### src/hdl/dhc_pkg.sv
package dhc_pkg;

  localparam int DEPTH_W = 13;
  localparam int LEVEL_W = 8;
  localparam int LEVEL_SCALE = 256;
  localparam int LEVEL_MAX = 255;

  typedef enum logic [0:0] {
    ACT_COUNT = 1'b0,
    ACT_MAP   = 1'b1
  } action_t;

  typedef struct packed {
    logic               action;
    logic [DEPTH_W-1:0] depth;
    logic               last;
  } in_word_t;

  typedef struct packed {
    logic [LEVEL_W-1:0] level;
    logic               last_out;
  } out_word_t;

endpackage

### src/hdl/dhc_divider.sv
module dhc_divider import dhc_pkg::*; #(
  parameter int CNT_W = 19
) (
  input  logic               clk,
  input  logic               rst,
  input  logic               start,
  input  logic [CNT_W-1:0]   remain,
  input  logic [CNT_W-1:0]   total,
  output logic               done,
  output logic [LEVEL_W-1:0] level
);

  // restoring division of 256*remain by total, one quotient bit per cycle
  localparam int QW = CNT_W + LEVEL_W + 1;
  localparam int STEP_W = $clog2(QW + 1);

  logic [QW-1:0]     quot;
  logic [CNT_W-1:0]  rem;
  logic [CNT_W-1:0]  dvsr;
  logic [STEP_W-1:0] step;
  logic              run;
  logic [CNT_W+1:0]  trial;
  logic [CNT_W:0]    rem_sh;

  assign rem_sh = {rem, quot[QW-1]};
  assign trial  = {1'b0, rem_sh} - {2'b00, dvsr};

  always_ff @(posedge clk) begin
    if (rst) begin
      run  <= 1'b0;
      done <= 1'b0;
      step <= '0;
    end else begin
      done <= !start && run && (step == STEP_W'(1));
      if (start) begin
        run  <= 1'b1;
        step <= STEP_W'(QW);
        quot <= {1'b0, remain, {LEVEL_W{1'b0}}};
        rem  <= '0;
        dvsr <= total;
      end else if (run) begin
        if (trial[CNT_W+1]) begin
          rem  <= rem_sh[CNT_W-1:0];
          quot <= {quot[QW-2:0], 1'b0};
        end else begin
          rem  <= trial[CNT_W-1:0];
          quot <= {quot[QW-2:0], 1'b1};
        end
        step <= step - 1'b1;
        if (step == STEP_W'(1)) begin
          run <= 1'b0;
        end
      end
    end
  end

  always_comb begin
    if (quot > QW'(LEVEL_MAX)) level = LEVEL_W'(LEVEL_MAX);
    else level = quot[LEVEL_W-1:0];
  end

endmodule

### config.mk
export PLATFORM = sky130hd
export DESIGN_NAME = dhc_divider
export DESIGN_NICKNAME = d
export VERILOG_FILES = /design/src/hdl/dhc_pkg.sv /design/src/hdl/dhc_divider.sv
export SDC_FILE = /design/constraint.sdc
export NUM_CORES = 1
export LEC_CHECK = 0
export ABC_AREA = 0
export BUFFER_PORTS_ARGS = -buffer_cell sky130_fd_sc_hd__buf_4
export CAP_MARGIN = 20
export CORE_MARGIN = 3
export CORE_UTILIZATION = 35
export DETAILED_ROUTE_END_ITERATION = 12
export GPL_TIMING_DRIVEN = 0
export PLACE_DENSITY = 0.55
export SLEW_MARGIN = 20
export SYNTH_ARGS = -nofsm -noshare
export SYNTH_HDL_FRONTEND = slang
export SYNTH_SLANG_ARGS = --single-unit
export TNS_END_PERCENT = 100
### constraint.sdc
create_clock -name clk -period 7 [get_ports clk]
set_clock_uncertainty 0.05 [all_clocks]
set_input_delay 0.7 -clock clk [delete_from_list [all_inputs] [get_ports clk]]
set_output_delay 0.7 -clock clk [all_outputs]
set_load 0.1 [all_outputs]
======== Word-level counts from Yosys, hierarchy flattened ========
Index checks and enable logic that the tools add are counted.
word-level totals
  input bits .............................. 41
  logic and storage cells ................. 31
  latch bits .............................. 0
  memory bits (writable) .................. 0
  bits in registers ....................... 73
  memories ................................ 0
  bits in read-only memories .............. 0
  output and inout bits ................... 9
operators by class
  shifts and indexed selects .............. 0
  bitwise logic cells ..................... 1
  reductions and logical operators ........ 7
  eq/ne operators ......................... 1
  order comparisons ....................... 1
  $add $sub $neg .......................... 2
  multiplexer cells ....................... 11
  divide/modulo/power cells ............... 0
  multipliers ............................. 0
operators with widths
  cell                                                                              number
  19-bit 2-to-1 mux                                                                 2
  28-bit by 8-bit greater-than comparator with 1-bit output, second input constant  1
  28-bit 2-to-1 mux                                                                 1
  27-bit 2-to-1 mux                                                                 1
  20-bit by 19-bit subtractor with 21-bit output                                    1
  5-bit 2-to-1 mux                                                                  2
  8-bit 2-to-1 mux                                                                  1
  5-bit by 1-bit equality test with 1-bit output, second input constant             1
  5-bit by 1-bit subtractor with 5-bit output, second input constant                1
  1-bit 2-to-1 mux                                                                  4
  2-bit AND reduction                                                               2
  1-bit logical AND                                                                 2
  2-bit nonzero test                                                                1
  2-bit OR reduction                                                                1
  1-bit logical NOT                                                                 1
  1-bit inverter                                                                    1

======== Depth between registers and ports, before layout ========
  word-level depth ........................ 4
  gate-level depth with buffers ........... 11
  depth with buffers taken out ............ 10

======== Worst setup path after synthesis ========
OpenSTA, ideal clock, no wires.
  kind .................................... input port to flip-flop
  from .................................... input port start
  to ...................................... register quot[0] (enable)
  path slack .............................. 3.411 ns
  data required time ...................... 6.499 ns
  path buffers ............................ 2
  arrival ................................. 3.087 ns
  cell stages on the path ................. 4
  library setup time ...................... 0.451 ns
  cells stage by stage .................... clkbuf_1 buf_4 nor2_1 nor2_1
on the way
  cells in the longest elaborated chain, start to end .. 2
ends and longest elaborated chain
  what                           RTL line           text
  start, declared                dhc_divider.sv:6   input logic start,
  2-bit nonzero test (no line)   n/a
  2-bit AND reduction (no line)  n/a
  end signal, assigned           dhc_divider.sv:38  quot <= {1'b0, remain, {LEVEL_W{1'b0}}};
  end signal, assigned           dhc_divider.sv:44  quot <= {quot[QW-2:0], 1'b0};
  end signal, assigned           dhc_divider.sv:47  quot <= {quot[QW-2:0], 1'b1};
  end, declared                  dhc_divider.sv:17  logic [QW-1:0] quot;
Every way passes these cells.
A chain may end at the register's enable or synchronous reset.

======== Worst setup path after layout ========
  from .................................... register quot[27]
  to ...................................... register rem[7] (data pin)
on the way
  cells in the longest elaborated chain, start to end .. 3
ends and longest elaborated chain
  what                                            RTL line           text
  20-bit by 19-bit subtractor with 21-bit output  dhc_divider.sv:26  assign trial = {1'b0, rem_sh} - {2'b00, dvsr};
  19-bit 2-to-1 mux                               dhc_divider.sv:42  if (trial[CNT_W+1]) begin
  19-bit 2-to-1 mux                               dhc_divider.sv:41  end else if (run) begin
  end signal, assigned                            dhc_divider.sv:43  rem <= rem_sh[CNT_W-1:0];
  end signal, assigned                            dhc_divider.sv:46  rem <= trial[CNT_W-1:0];
  end, declared                                   dhc_divider.sv:18  logic [CNT_W-1:0] rem;
Every way passes these cells. The select of a mux whose other input is x is not followed.

==> out/qor.log <==
qor: setup_path.worstPathBufferInverterCount 2
qor: sta.timing.final.crit_share 0.4643
qor: finish.finish.cell_count_without_fillers 556
qor: yosys.syn_area_per_cell 11.86 µm²
qor: setup_path.timing.critical_path.arrival 3.27 ns
qor: setup_path.crit_path_launch quot[27]$_SDFFCE_PP0P_
qor: sta.finalCriticalPeriod 3.250 ns
qor: power_and_ir_drop.comb_power_share 0.222
qor: yosys.dominantRegCellSynth edfxtp_1
qor: finish.sequential_cell_area 0.002122 mm²
qor: clock_tree.cts_max_level 3
qor: finish.syn2layout_area_growth 20.82%
qor: flow_run.max-cap-violations 0
qor: power_and_ir_drop.leakagePower 1.948 nW
qor: clock_tree.cts_repair_resize_count 0
qor: clock_tree.cts_hold_repair.buffers 0
qor: yosys.ys_warn_count 0
qor: detailed_routing.route.antenna.remaining_nets 0
qor: global_route.global_route.usage.total 0.1410
qor: sta.hold_vio_cnt_final 0
qor: sta.unrepaired_setup_endpoints_after_global_routing false
qor: global_route.grt_first_pass_wirelength 14.35 mm
qor: placement.detailedPlacementHpwl 6.229 mm
qor: setup_path.critical_path.slowest_cell o31ai_4
qor: power_and_ir_drop.ir_worst_vdd 0.1106 mV
qor: die.die-width 114.6 µm
qor: placement.routability_congestion 0.8262
qor: clock_tree.clock_edge_transition_at_the_registers_on_the_reported_setup_and_hold_paths 0.06 ns
qor: die.floorplan.initialDensity 0.3600
qor: power_and_ir_drop.netSwitchingFraction 0.2835
qor: global_route.antenna_found_initial 0
qor: power_and_ir_drop.seqPwrFrac 0.429
qor: setup_path.cpPeakStageDelay 0.53 ns
qor: yosys.synth-edff-count 66
qor: yosys.synth_cell_types 58
qor: yosys.library_cell_with_the_highest_instance_count_after_synthesis edfxtp_1
qor: die.die-height 114.6 µm
qor: sta.fin_tns_setup 0 ns
qor: finish.post_route_cells_drive_above_1_share 0.2930
qor: status.status complete, no violations
qor: finish.layout.nets 471
qor: detailed_routing.route.final.wire_length 8.600 mm
qor: finish.antenna_cells 0
qor: clock_tree.cts_sink_cnt 73
qor: sta.slew_at_the_pin_closest_to_its_max_slew_limit 0.8209 ns
qor: setup_path.timing.critical_path.depth 11
qor: clock_tree.post_cts.repair.setup_buffers 0
qor: yosys.ys_top_cells_by_count edfxtp_1, inv_1, a21oi_1, ha_1, mux2_2
qor: setup_path.critical_path.max_fanout 10
qor: placement.placedInstanceArea 0.004705 mm²
qor: yosys.synthDominantAreaCellType edfxtp_1
qor: setup_path.crit_path_end_kind register
qor: setup_path.endpoint rem[7]$_SDFFCE_PP0P_
qor: setup_path.start_kind register
qor: placement.port_buffers 47
qor: clock_tree.clkLatencyLatePin 0.34 ns
qor: global_route.first_global_vias 2,832
qor: yosys.total_nets_after_synthesis 411
qor: die.num_io_pins 50
qor: yosys.synthArstFlopShare 0
qor: setup_path.cpLargestDelayFamily compound AO/OA/AOI/OAI gates
qor: placement.post-place-cells 540
qor: die.floorplan.rows 39
qor: clock_tree.ctsRootBufferMaster clkbuf_16
qor: detailed_routing.detail_route.wl_per_cell 15.47 µm
qor: yosys.syn-instance-count 348
qor: yosys.synth_top_cells_by_area edfxtp_1, ha_1, mux2_2
qor: finish.multi_input_area 0.001818 mm²
qor: setup_path.r2r_start quot[27]$_SDFFCE_PP0P_
qor: clock_tree.cts_buffers 9
qor: die.core-area 0.01147 mm²
qor: sta.fmax 307.7 MHz
qor: global_route.grt-ovfl-total 0
qor: setup_path.criticalPathCategory reg -> reg
qor: setup_path.worst_r2r_setup_slack 3.75 ns
qor: yosys.synth_largest_type_area_fraction 0.4801
qor: finish.postLayoutCellArea 0.004987 mm²
qor: finish.final_util 0.4349
qor: detailed_routing.route.detailed.drc 0
qor: power_and_ir_drop.power.net_switching 0.3555 mW
qor: detailed_routing.detailedRoute.firstPassIterationCount 4
qor: yosys.ys_seq_area_frac 0.5141
qor: power_and_ir_drop.clock_power_frac 0.349
qor: finish.fillerInstances 1,063
qor: power_and_ir_drop.power_density_relative_to_cell_area 251.4 mW/mm²
qor: setup_path.path_cells inv_1 -> ha_1 -> fa_1 -> nand2b_1 -> a21oi_2 -> o21ai_2 -> o221a_4 -> o31ai_4 -> buf_6 -> mux2i_1 -> nor2_1
qor: setup_path.required 7.02 ns
qor: clock_tree.tritoncts_clock_tree yes
qor: sta.maxSlewViolCount 0
qor: yosys.yosys_register_bits 73
qor: setup_path.worst_r2r_endpoint rem[7]$_SDFFCE_PP0P_
qor: detailed_routing.dr_total_vias 2,857
qor: yosys.synth.cell_area 0.004128 mm²
qor: detailed_routing.detailedRoute.firstIterationViolations 104
qor: clock_tree.clockBufferDepth 2
qor: setup_path.timing.reg2reg.worst_path_depth 11
qor: die.fp.dieArea 0.01313 mm²
qor: detailed_routing.routed_via_density 5.138
qor: hold_path.min-delay-path-class reg -> reg
qor: sta.max-slew-margin-rel 0.4495
qor: sta.setup-violations-final 0
qor: global_route.largest_net_degree_at_the_start_of_global_routing 26
qor: power_and_ir_drop.intPower 0.8985 mW
## sequential cells by signal, summed over array words and instances (netlist names)
name / count
quot: 28
rem: 19
step: 5
dvsr: 19
done: 1
run: 1
## stage by stage
| step | hold slack [ns] | power [mW] | worst slack, ns |
|---|---|---|---|
| finish | 0.4544 | 1.254 | 3.750 |
| global route | 0.4698 | 1.322 | 3.547 |
| CTS | 0.4640 | 1.268 | 3.720 |
| detailed placement | 0.4547 | 0.8260 | 3.735 |
| global placement | 0.4410 | 0.8220 | 2.187 |
| floorplan | 0.4186 | 0.7556 | 3.411 |
## power groups by stage
| stage | Sequential [mW] | Clock, mW | Combinational (mW) |
|---|---|---|---|
| 6_report | 0.538 | 0.438 | 0.278 |
| 5_1_grt | 0.542 | 0.466 | 0.313 |
| 4_1_cts | 0.539 | 0.449 | 0.281 |
| 3_5_place_dp | 0.547 | 0 | 0.279 |
| 3_3_place_gp | 0.549 | 0 | 0.273 |
| 2_1_floorplan | 0.542 | 0 | 0.214 |
## logic make-up after synthesis
family	share of synthesized area
AO/OA/AOI/OAI	0.1337
XOR/XNOR	0.03819
adder cells (fa/ha/maj)	0.06851
buffers and inverters	0.04789
flip-flops	0.5141
multiplexers	0.07609
AND/OR/NAND/NOR	0.1216
## worst min path at each step
stage,from,to,cells after the start
floorplan,step[1]$_SDFFE_PP0P_,step[1]$_SDFFE_PP0P_,2
global placement,step[1]$_SDFFE_PP0P_,step[1]$_SDFFE_PP0P_,2
detailed placement,step[1]$_SDFFE_PP0P_,step[1]$_SDFFE_PP0P_,2
CTS,step[1]$_SDFFE_PP0P_,step[1]$_SDFFE_PP0P_,2
global route,total[12],dvsr[12]$_DFFE_PP_,1
finish,step[1]$_SDFFE_PP0P_,step[1]$_SDFFE_PP0P_,2
## tightest hold or removal path, delay by kind of cell, from the launching register on
kind / cells / cell delay, ns
compound gates: 1 / 0.06
flops: 1 / 0.32
simple gates: 1 / 0.08
## routing by layer
layer	vias up	wire length (µm)	GRT usage	share of wire
met5	-	0	0	0
met4	0	100	0.03800	0.012
met3	8	498	0.05180	0.058
met2	70	4025	0.2165	0.47
met1	1360	3975	0.1880	0.46
li1	1419	-	-	-
## area by class of cell
cell class	instances	area share
clock inverters	6	0.008781
multi-input cells	234	0.3645
clock buffers	10	0.04792
inverters	26	0.01957
plain buffers	15	0.02007
well taps	143	0.03588
flip-flops and latches	73	0.4255
repair buffers	49	0.07777
## placed cells by master, fill, tap and decap left out, types with 8 or more instances in the layout
| cell | count |
|---|---|
| mux2i_1 | 10 |
| buf_4 | 50 |
| o21ai_0 | 8 |
| edfxtp_1 | 66 |
| nor2b_1 | 10 |
| a21oi_1 | 22 |
| ha_1 | 21 |
| or3_1 | 9 |
| nor2_1 | 15 |
| nand2_1 | 13 |
| inv_1 | 26 |
| xnor2_1 | 13 |
| nor2_2 | 9 |
| clkbuf_16 | 9 |
| mux2_2 | 19 |
No activity file was read; power rests on OpenSTA's default activity.
